`src/design/layer_compositor_resolver_unit_defines.svh`:
```
// Assertion macros shared by the layer compositor RTL
`ifndef LAYER_COMPOSITOR_RESOLVER_UNIT_DEFINES_SVH
`define LAYER_COMPOSITOR_RESOLVER_UNIT_DEFINES_SVH

// same-cycle implication, checked out of reset
`define LCR_ASSERT_NOW(label, ante, cons, msg) \
   label: assert property (@(posedge clock) disable iff (reset) (ante) |-> (cons)) \
      else $error(msg);

// next-cycle implication, checked out of reset
`define LCR_ASSERT_NEXT(label, ante, cons, msg) \
   label: assert property (@(posedge clock) disable iff (reset) (ante) |=> (cons)) \
      else $error(msg);

`endif

```
`src/design/lcr_pkg.sv`:
```
// Package: types, constants and codes of the layer compositor resolver
package lcr_pkg;

   localparam int MAX_LAYERS = 16;
   localparam int LCR_ADDR_W = (MAX_LAYERS > 1) ? $clog2(MAX_LAYERS) : 1;
   localparam int LCR_CNT_W  = $clog2(MAX_LAYERS + 1);

   localparam logic [2:0] CMD_CREATE  = 3'd0;
   localparam logic [2:0] CMD_MOVE    = 3'd1;
   localparam logic [2:0] CMD_REFRESH = 3'd2;
   localparam logic [2:0] CMD_RESOLVE = 3'd3;
   localparam logic [2:0] CMD_FLUSH   = 3'd4;

   localparam logic CSR_SCREEN_WIDTH  = 1'b0;
   localparam logic CSR_SCREEN_HEIGHT = 1'b1;

   localparam logic [10:0] SCREEN_WIDTH_RESET  = 11'd320;
   localparam logic [10:0] SCREEN_HEIGHT_RESET = 11'd200;

   typedef struct packed {
      logic [2:0]         command;
      logic [3:0]         layer_index;
      logic signed [11:0] pos_x;
      logic signed [11:0] pos_y;
      logic [10:0]        size_w;
      logic [10:0]        size_h;
   } req_type;

   typedef struct packed {
      logic        status;
      logic        hit;
      logic [3:0]  found_layer;
      logic [21:0] buffer_offset;
      logic [10:0] rect_x0;
      logic [10:0] rect_x1;
      logic [10:0] rect_y0;
      logic [10:0] rect_y1;
   } rsp_type;

   typedef struct packed {
      logic signed [11:0] left;
      logic signed [11:0] top;
      logic [10:0]        wide;
      logic [10:0]        tall;
   } layer_entry_type;

   typedef struct packed {
      logic signed [11:0] left;
      logic signed [11:0] top;
      logic [12:0]        wide;
      logic [12:0]        tall;
   } dirty_type;

endpackage

```
`src/design/lcr_ram.sv`:
```
// Generic single-port-write, single-port-read RAM with registered read
module lcr_ram #(
   parameter int WIDTH = 8,
   parameter int DEPTH = 16
) (
   input  logic                             clock,
   input  logic                             wr_en,
   input  logic [$clog2(DEPTH)-1:0]         wr_addr,
   input  logic [WIDTH-1:0]                 wr_data,
   input  logic                             rd_en,
   input  logic [$clog2(DEPTH)-1:0]         rd_addr,
   output logic [WIDTH-1:0]                 rd_data
);

   logic [WIDTH-1:0] mem [DEPTH];
   logic [WIDTH-1:0] rd_data_ff;

   always_ff @(posedge clock) begin
      if (wr_en) begin
         mem[wr_addr] <= wr_data;
      end
      if (rd_en) begin
         rd_data_ff <= mem[rd_addr];
      end
   end

   assign rd_data = rd_data_ff;

endmodule

```
`src/design/layer_compositor_resolver_unit.sv`:
```
// Top level: layer table sequencer, dirty rectangle and pixel resolve
//
//  channel | direction | handshake          | payload
//  req_    | in        | req_valid/req_stall | req_type
//  rsp_    | out       | rsp_valid/rsp_stall | rsp_type
//  csr_    | in        | csr_valid/csr_ready | csr_index, csr_data
//
// One transaction at a time. Create, flush and errors go from idle to the done state, then to the output register.
// Move and refresh: one table read, one merge per rectangle (move merges the old and new, refresh the old).
// Resolve scans the layers top down, one table read per cycle, and on a hit adds
// a multiply state for the offset.
// Synchronous reset empties the table and dirty rectangle; no clearing pass.
// A stalled result sits in the output register while the next transaction runs.
`include "layer_compositor_resolver_unit_defines.svh"

module layer_compositor_resolver_unit
   import lcr_pkg::*;
(
   input  logic        clock,
   input  logic        reset,
   input  logic        req_valid,
   output logic        req_stall,
   input  req_type     req_payload,
   output logic        rsp_valid,
   input  logic        rsp_stall,
   output rsp_type     rsp_payload,
   input  logic        csr_valid,
   output logic        csr_ready,
   input  logic        csr_index,
   input  logic [10:0] csr_data
);

   typedef enum logic [2:0] {
      ST_IDLE, ST_MERGE, ST_MERGE2, ST_SCAN, ST_MUL, ST_DONE
   } state_type;

   state_type              state_ff, state_in;
   req_type                req_ff, req_in;
   logic [LCR_CNT_W-1:0]   count_ff, count_in;
   logic [LCR_ADDR_W-1:0]  ptr_ff, ptr_in;
   dirty_type              dirty_ff, dirty_in;
   logic [10:0]            scr_w_ff, scr_w_in;
   logic [10:0]            scr_h_ff, scr_h_in;
   layer_entry_type        ent_ff, ent_in;
   logic [10:0]            lx_ff, lx_in;
   logic [10:0]            ly_ff, ly_in;
   rsp_type                res_ff, res_in;
   rsp_type                rsp_ff, rsp_in;
   logic                   rsp_valid_ff, rsp_valid_in;

   logic                   wr_en, rd_en;
   logic [LCR_ADDR_W-1:0]  wr_addr, rd_addr;
   layer_entry_type        wr_data, rd_data;
   logic [LCR_CNT_W-1:0]   count_m1;
   logic signed [13:0]     dx, dy, dirty_x1, dirty_y1;
   logic                   covered;
   logic [21:0]            product;

   function automatic logic signed [13:0] sext12(input logic signed [11:0] v);
      return $signed({{2{v[11]}}, v});
   endfunction

   function automatic dirty_type merge_rect(input dirty_type d,
                                            input logic signed [11:0] x,
                                            input logic signed [11:0] y,
                                            input logic [10:0] w,
                                            input logic [10:0] h);
      dirty_type r;
      logic signed [13:0] dx1, nx1, dy1, ny1, x0, x1, y0, y1;
      dx1 = sext12(d.left) + $signed({1'b0, d.wide});
      nx1 = sext12(x) + $signed({3'b000, w});
      dy1 = sext12(d.top) + $signed({1'b0, d.tall});
      ny1 = sext12(y) + $signed({3'b000, h});
      x0  = (sext12(d.left) < sext12(x)) ? sext12(d.left) : sext12(x);
      y0  = (sext12(d.top) < sext12(y)) ? sext12(d.top) : sext12(y);
      x1  = (dx1 > nx1) ? dx1 : nx1;
      y1  = (dy1 > ny1) ? dy1 : ny1;
      if (d.wide == '0 && d.tall == '0) begin
         r.left = x;
         r.top  = y;
         r.wide = {2'b00, w};
         r.tall = {2'b00, h};
      end else begin
         r.left = x0[11:0];
         r.top  = y0[11:0];
         r.wide = 13'(x1 - x0);
         r.tall = 13'(y1 - y0);
      end
      return r;
   endfunction

   function automatic logic [10:0] clamp_screen(input logic signed [13:0] v,
                                                input logic [10:0] lim);
      logic [10:0] r;
      if (v < 0) begin
         r = '0;
      end else if (v > $signed({3'b000, lim})) begin
         r = lim;
      end else begin
         r = v[10:0];
      end
      return r;
   endfunction

   lcr_ram #(
      .WIDTH ($bits(layer_entry_type)),
      .DEPTH (MAX_LAYERS)
   ) u_table (
      .clock   (clock),
      .wr_en   (wr_en),
      .wr_addr (wr_addr),
      .wr_data (wr_data),
      .rd_en   (rd_en),
      .rd_addr (rd_addr),
      .rd_data (rd_data)
   );

   assign count_m1 = count_ff - 1'b1;
   assign dx       = sext12(req_ff.pos_x) - sext12(rd_data.left);
   assign dy       = sext12(req_ff.pos_y) - sext12(rd_data.top);
   assign covered  = (dx >= 0) && (dx < $signed({3'b000, rd_data.wide})) &&
                     (dy >= 0) && (dy < $signed({3'b000, rd_data.tall}));
   assign dirty_x1 = sext12(dirty_ff.left) + $signed({1'b0, dirty_ff.wide});
   assign dirty_y1 = sext12(dirty_ff.top) + $signed({1'b0, dirty_ff.tall});
   assign product  = ly_ff * ent_ff.wide;

   always_comb begin
      state_in     = state_ff;
      req_in       = req_ff;
      count_in     = count_ff;
      ptr_in       = ptr_ff;
      dirty_in     = dirty_ff;
      scr_w_in     = scr_w_ff;
      scr_h_in     = scr_h_ff;
      ent_in       = ent_ff;
      lx_in        = lx_ff;
      ly_in        = ly_ff;
      res_in       = res_ff;
      rsp_in       = rsp_ff;
      rsp_valid_in = rsp_valid_ff;
      wr_en        = 1'b0;
      wr_addr      = '0;
      wr_data      = ent_ff;
      rd_en        = 1'b0;
      rd_addr      = '0;

      if (rsp_valid_ff && !rsp_stall) begin
         rsp_valid_in = 1'b0;
      end

      if (csr_valid) begin
         unique case (csr_index)
            CSR_SCREEN_WIDTH:  scr_w_in = csr_data;
            CSR_SCREEN_HEIGHT: scr_h_in = csr_data;
            default:           ;
         endcase
      end

      unique case (state_ff)
         ST_IDLE: begin
            if (req_valid) begin
               req_in   = req_payload;
               res_in   = '0;
               state_in = ST_DONE;
               unique case (req_payload.command)
                  CMD_CREATE: begin
                     if (count_ff == LCR_CNT_W'(MAX_LAYERS)) begin
                        res_in.status = 1'b1;
                     end else begin
                        wr_en   = 1'b1;
                        wr_addr = count_ff[LCR_ADDR_W-1:0];
                        wr_data = '{left: req_payload.pos_x, top: req_payload.pos_y,
                                    wide: req_payload.size_w, tall: req_payload.size_h};
                        res_in.found_layer = 4'(count_ff);
                        count_in = count_ff + 1'b1;
                     end
                  end
                  CMD_MOVE, CMD_REFRESH: begin
                     if (32'(req_payload.layer_index) >= 32'(count_ff)) begin
                        res_in.status = 1'b1;
                     end else begin
                        rd_en    = 1'b1;
                        rd_addr  = LCR_ADDR_W'(req_payload.layer_index);
                        state_in = ST_MERGE;
                     end
                  end
                  CMD_RESOLVE: begin
                     if (count_ff != '0) begin
                        rd_en    = 1'b1;
                        rd_addr  = count_m1[LCR_ADDR_W-1:0];
                        ptr_in   = count_m1[LCR_ADDR_W-1:0];
                        state_in = ST_SCAN;
                     end
                  end
                  CMD_FLUSH: begin
                     res_in.rect_x0 = clamp_screen(sext12(dirty_ff.left), scr_w_ff);
                     res_in.rect_x1 = clamp_screen(dirty_x1, scr_w_ff);
                     res_in.rect_y0 = clamp_screen(sext12(dirty_ff.top), scr_h_ff);
                     res_in.rect_y1 = clamp_screen(dirty_y1, scr_h_ff);
                     dirty_in       = '0;
                  end
                  default: ;
               endcase
            end
         end
         ST_MERGE: begin
            ent_in   = rd_data;
            dirty_in = merge_rect(dirty_ff, rd_data.left, rd_data.top,
                                  rd_data.wide, rd_data.tall);
            if (req_ff.command == CMD_MOVE) begin
               wr_en    = 1'b1;
               wr_addr  = LCR_ADDR_W'(req_ff.layer_index);
               wr_data  = '{left: req_ff.pos_x, top: req_ff.pos_y,
                            wide: rd_data.wide, tall: rd_data.tall};
               state_in = ST_MERGE2;
            end else begin
               state_in = ST_DONE;
            end
         end
         ST_MERGE2: begin
            dirty_in = merge_rect(dirty_ff, req_ff.pos_x, req_ff.pos_y,
                                  ent_ff.wide, ent_ff.tall);
            state_in = ST_DONE;
         end
         ST_SCAN: begin
            if (covered) begin
               ent_in             = rd_data;
               lx_in              = dx[10:0];
               ly_in              = dy[10:0];
               res_in.hit         = 1'b1;
               res_in.found_layer = 4'(ptr_ff);
               state_in           = ST_MUL;
            end else if (ptr_ff == '0) begin
               state_in = ST_DONE;
            end else begin
               rd_en   = 1'b1;
               rd_addr = ptr_ff - 1'b1;
               ptr_in  = ptr_ff - 1'b1;
            end
         end
         ST_MUL: begin
            res_in.buffer_offset = product + {11'd0, lx_ff};
            state_in             = ST_DONE;
         end
         ST_DONE: begin
            if (!rsp_valid_ff || !rsp_stall) begin
               rsp_in       = res_ff;
               rsp_valid_in = 1'b1;
               state_in     = ST_IDLE;
            end
         end
         default: state_in = ST_IDLE;
      endcase
   end

   always_ff @(posedge clock) begin
      if (reset) begin
         state_ff     <= ST_IDLE;
         count_ff     <= '0;
         dirty_ff     <= '0;
         scr_w_ff     <= SCREEN_WIDTH_RESET;
         scr_h_ff     <= SCREEN_HEIGHT_RESET;
         rsp_valid_ff <= 1'b0;
      end else begin
         state_ff     <= state_in;
         count_ff     <= count_in;
         dirty_ff     <= dirty_in;
         scr_w_ff     <= scr_w_in;
         scr_h_ff     <= scr_h_in;
         rsp_valid_ff <= rsp_valid_in;
      end
      req_ff <= req_in;
      ptr_ff <= ptr_in;
      ent_ff <= ent_in;
      lx_ff  <= lx_in;
      ly_ff  <= ly_in;
      res_ff <= res_in;
      rsp_ff <= rsp_in;
   end

   assign req_stall   = (state_ff != ST_IDLE);
   assign rsp_valid   = rsp_valid_ff;
   assign rsp_payload = rsp_ff;
   assign csr_ready   = 1'b1;

   `LCR_ASSERT_NOW(a_count_bound, 1'b1, count_ff <= LCR_CNT_W'(MAX_LAYERS),
      "layer count above table depth")
   `LCR_ASSERT_NOW(a_scan_ptr, state_ff == ST_SCAN, 32'(ptr_ff) < 32'(count_ff),
      "scan pointer outside created layers")
   `LCR_ASSERT_NEXT(a_busy_after_accept, req_valid && !req_stall, state_ff != ST_IDLE,
      "sequencer idle right after a transaction was taken")
   `LCR_ASSERT_NEXT(a_flush_clears,
      req_valid && !req_stall && req_payload.command == CMD_FLUSH,
      dirty_ff.wide == '0 && dirty_ff.tall == '0,
      "dirty rectangle not empty after flush")

endmodule

```
`config.mk`:
```
export PLATFORM = sky130hd
export DESIGN_NAME = layer_compositor_resolver_unit
export DESIGN_NICKNAME = d
export VERILOG_FILES = /design/src/design/lcr_pkg.sv /design/src/design/lcr_ram.sv /design/src/design/layer_compositor_resolver_unit.sv
export VERILOG_INCLUDE_DIRS = /design/src /design/src/design
export SDC_FILE = /design/constraint.sdc
export NUM_CORES = 2
export LEC_CHECK = 0
export ABC_AREA = 1
export BUFFER_PORTS_ARGS = -buffer_cell sky130_fd_sc_hd__clkbuf_2
export CORE_ASPECT_RATIO = 1.1
export CORE_MARGIN = 4
export CORE_UTILIZATION = 50
export DETAILED_ROUTE_END_ITERATION = 8
export GPL_TIMING_DRIVEN = 0
export MAX_ROUTING_LAYER = met4
export PLACE_DENSITY_LB_ADDON = 0.12
export SYNTH_ARGS = -nofsm -noshare
export SYNTH_HDL_FRONTEND = slang
export SYNTH_SLANG_ARGS = --single-unit
```
`constraint.sdc`:
```
create_clock -name clock -period 27.7 [get_ports clock]
set_clock_uncertainty 0.15 [all_clocks]
set_input_delay 8.31 -clock clock [delete_from_list [all_inputs] [get_ports clock]]
set_output_delay 8.31 -clock clock [all_outputs]
set_load 0.005 [all_outputs]
```
==> results.sh <==
export IMPL_antenna_found_initial=6
export IMPL_grt_overflow=0
export IMPL_synth_top_area_share_pct=49.3
export IMPL_worstHoldStart="res_ff[33]$_SDFFCE_PP0P_"
export IMPL_synth_warnings=0
export IMPL_p_per_area_nw_per_um2=112
export IMPL_critPathMaxStageDelay_ps=610
export IMPL_clockBufferDepth=3
export IMPL_report_final_slew_viol_count=0
export IMPL_cts_tree="done"
export IMPL_row_count=135
export IMPL_dieArea_um2=131000
export IMPL_synth_edff_count=1029
export IMPL_cp_start_kind="primary input"
export IMPL_synth_cell_types=59
export IMPL_nNetsFinal=7472
export IMPL_syn2layout_area_growth_pct=12.3
export IMPL_synth_most_common_cell="nand2_1"
export IMPL_grtUsageTotal_pct=33.9
export IMPL_crit_chain="clkbuf_2 -> inv_1 -> ha_1 -> inv_1 -> a21boi_0 -> o21ai_1 -> nand2_1 -> a21oi_1 -> nor2_1 -> nor2_1 -> nand2_1 -> o21ai_0 -> nand3_2 -> nand2_2 -> buf_2 -> buf_2 -> nand2_1 -> nand2_1 -> nand2_1 -> nand3_1 -> nand3_1 -> nand2_1"
export IMPL_tns_ps=0
export IMPL_remaining_drc_errors=0
export IMPL_core_area_um2=124000
export IMPL_crit_top_cell="nand2_1"
export IMPL_fin_crit_sh_pct=44.3
export IMPL_synthCells=6602
export IMPL_vias_per_cell=5.74
export IMPL_dpl_cell_area_um2=66600
export IMPL_finalWorstPathRequiredPeriod_ps=12260
export IMPL_rsz0062_at_grt="no"
export IMPL_cts_hold_buf=0
export IMPL_synthArstFlopShare_pct=0
export IMPL_outcome="complete, but fails checks"
export IMPL_gp_congestion=1.05
export IMPL_stdcell_area_um2=70400
export IMPL_critPathRequiredTime_ps=28070
export IMPL_post_drt_wl_per_cell_um=25.2
export IMPL_ir_worst_vdd_uv=110
export IMPL_critical_path_class="in -> reg"
export IMPL_clock_sinks=1110
export IMPL_hold_slack_ps=268
export IMPL_regToRegStartpoint="ent_ff[11]$_DFFE_PP_"
export IMPL_fmax_ghz=0.0816
export IMPL_hp_class="reg -> reg"
export IMPL_num_io_pins=145
export IMPL_ctsHtreeMaxLevel=3
export IMPL_dp_hpwl_um=168000
export IMPL_syn_area_per_cell_um2=9.49
export IMPL_clk_pin_slew_ps=60
export IMPL_die_w_um=346
export IMPL_path_max_fanout=10
export IMPL_first_global_vias=47700
export IMPL_synth_nets=7139
export IMPL_post_cts_buffers=0
export IMPL_hold_viol_final=0
export IMPL_slew_headroom_pct=0.967
export IMPL_yosysTopAreaCell="edfxtp_1"
export IMPL_critical_path_arrival_ps=12630
export IMPL_cts_resized=0
export IMPL_worstSetupEndpointType="register"
export IMPL_max_cap_violations=1
export IMPL_cp_slowest_cell="buf_2"
export IMPL_p_leak_nw=30.0
export IMPL_first_pass_iters=6
export IMPL_yosys_most_used_dff="edfxtp_1"
export IMPL_cts_buffers=113
export IMPL_crit_start="req_payload[46]"
export IMPL_drive_above_1_share_pct=8.38
export IMPL_start_util_pct=50.6
export IMPL_routed_via_count=49800
export IMPL_die_y_um=379
export IMPL_clockRootBuffer="clkbuf_16"
export IMPL_ys_top_cells_by_count="1597 x nand2_1, 1029 x edfxtp_1, 863 x inv_1"
export IMPL_postRouteWirelength_um=218000
export IMPL_violations="max-capacitance violations"
export IMPL_synth_area_leaders="edfxtp_1 49%, nand2_1 9.6%, ha_1 7.3%"
export IMPL_finalSetupViolCount=0
export IMPL_synth_area_um2=62700
export IMPL_numPortBuffers=143
export IMPL_grt_max_degree=40
export IMPL_antenna_left=0
export IMPL_tightest_slew_ps=1480
export IMPL_ys_ff_latch=1110
export IMPL_yosysSeqAreaShare_pct=51.9
export IMPL_drt_iter0_drc=5297
export IMPL_clk_latency_ps=760
export IMPL_grt_pass1_wl_um=316000
[report_power, final]
group          internal (mW)  total, mW  switching [mW]
logic                   1.37       4.09            2.72
registers               2.11       2.26           0.150
clock network          0.864       1.54           0.678
[state kept, by name, indices dropped and copies added (netlist names)]
register	flops
dirty_ff	50
u_table.rd_data	46
lx_ff	11
scr_w_ff	11
rsp_valid	1
ly_ff	11
res_ff	72
req_ff	31
u_table.mem	736
ptr_ff	4
ent_ff	46
count_ff	5
state_ff	3
rsp_payload	72
scr_h_ff	11
[area by class of cell]
class                           count  area [µm²]
Clock buffer                      133        2900
Antenna cell                        4        10.0
Clock inverter                     76         788
Timing Repair Buffer              218        1740
Inverter                          871        3270
Multi-Input combinational cell   4326       25800
Fill cell                       10800       53400
Buffer                            295        1310
Sequential cell                  1110       32500
Tap cell                         1644        2060
[final timing paths]
check	depth (start not counted)	slack, ps	endpoint
setup / recovery	22	15440	u_table.rd_data[12]$_DFFE_PP_
hold reg to reg	0	270	rsp_payload[33]$_DFFE_PP_
hold / removal	0	270	rsp_payload[33]$_DFFE_PP_
setup reg to reg	35	20620	dirty_ff[22]$_SDFFE_PP0P_
[critical path: cells and delay by family]
family / cells / cell delay (ps)
AO/OA/AOI/OAI: 4 / 500
adder cells (fa/ha/maj): 1 / 280
buffers and inverters: 5 / 1180
AND/OR/NAND/NOR: 12 / 2340
[metal layers]
metal,track usage (%),up-vias,wire length (µm)
met5,-,-,0
met1,41.8,23900,86500
met2,54.2,2176,101000
li1,-,23200,-
met3,5.13,550,17000
met4,18.3,0,13900
[cell families after synthesis]
kind of cell,Yosys count,share of synthesized area (%)
simple gates,2946,21.1
buf+inv,1166,7.31
flops,1110,51.9
compound gates,801,7.60
fa+ha+maj,467,10.6
xor+xnor,109,1.52
mux,2,0.0320
other cells,1,0.00599
[per-stage QoR]
stage	setup slack (ps)	util (%)	std cells	total power, mW
2_1_floorplan	11830	-	6602	4.99
3_3_place_gp	7820	52.8	8389	6.20
3_5_place_dp	14760	53.8	8454	6.27
4_1_cts	15500	56.8	8663	7.82
5_1_grt	15280	56.8	8674	8.46
6_report	15440	56.8	8677	7.89
[cell usage in the layout (no fill, tap or decap), types with 9 or more instances in the layout]
cell and instances:
nand3b_1 240, clkinv_2 22, buf_6 13, buf_12 24, xnor2_1 42, ha_1 364
buf_2 123, o21bai_1 13, clkbuf_2 145, clkbuf_1 166, buf_4 38, a21o_1 18
o21ai_1 17, o211ai_1 86, nand2_1 1596, a211oi_1 32, inv_1 863, xor2_1 67
a31oi_1 21, dfxtp_1 81, o221ai_1 44, o21ai_0 269, nor3_1 24, nand4_1 46
nand3_1 766, clkbuf_16 113, clkinv_1 26, nor2_4 18, nor2_1 216, nor4_1 9
buf_1 13, fa_1 103, or2_2 9, bufinv_16 12, o21a_1 9, edfxtp_1 1029
a21oi_1 241
No activity file was read; power rests on OpenSTA's default activity.
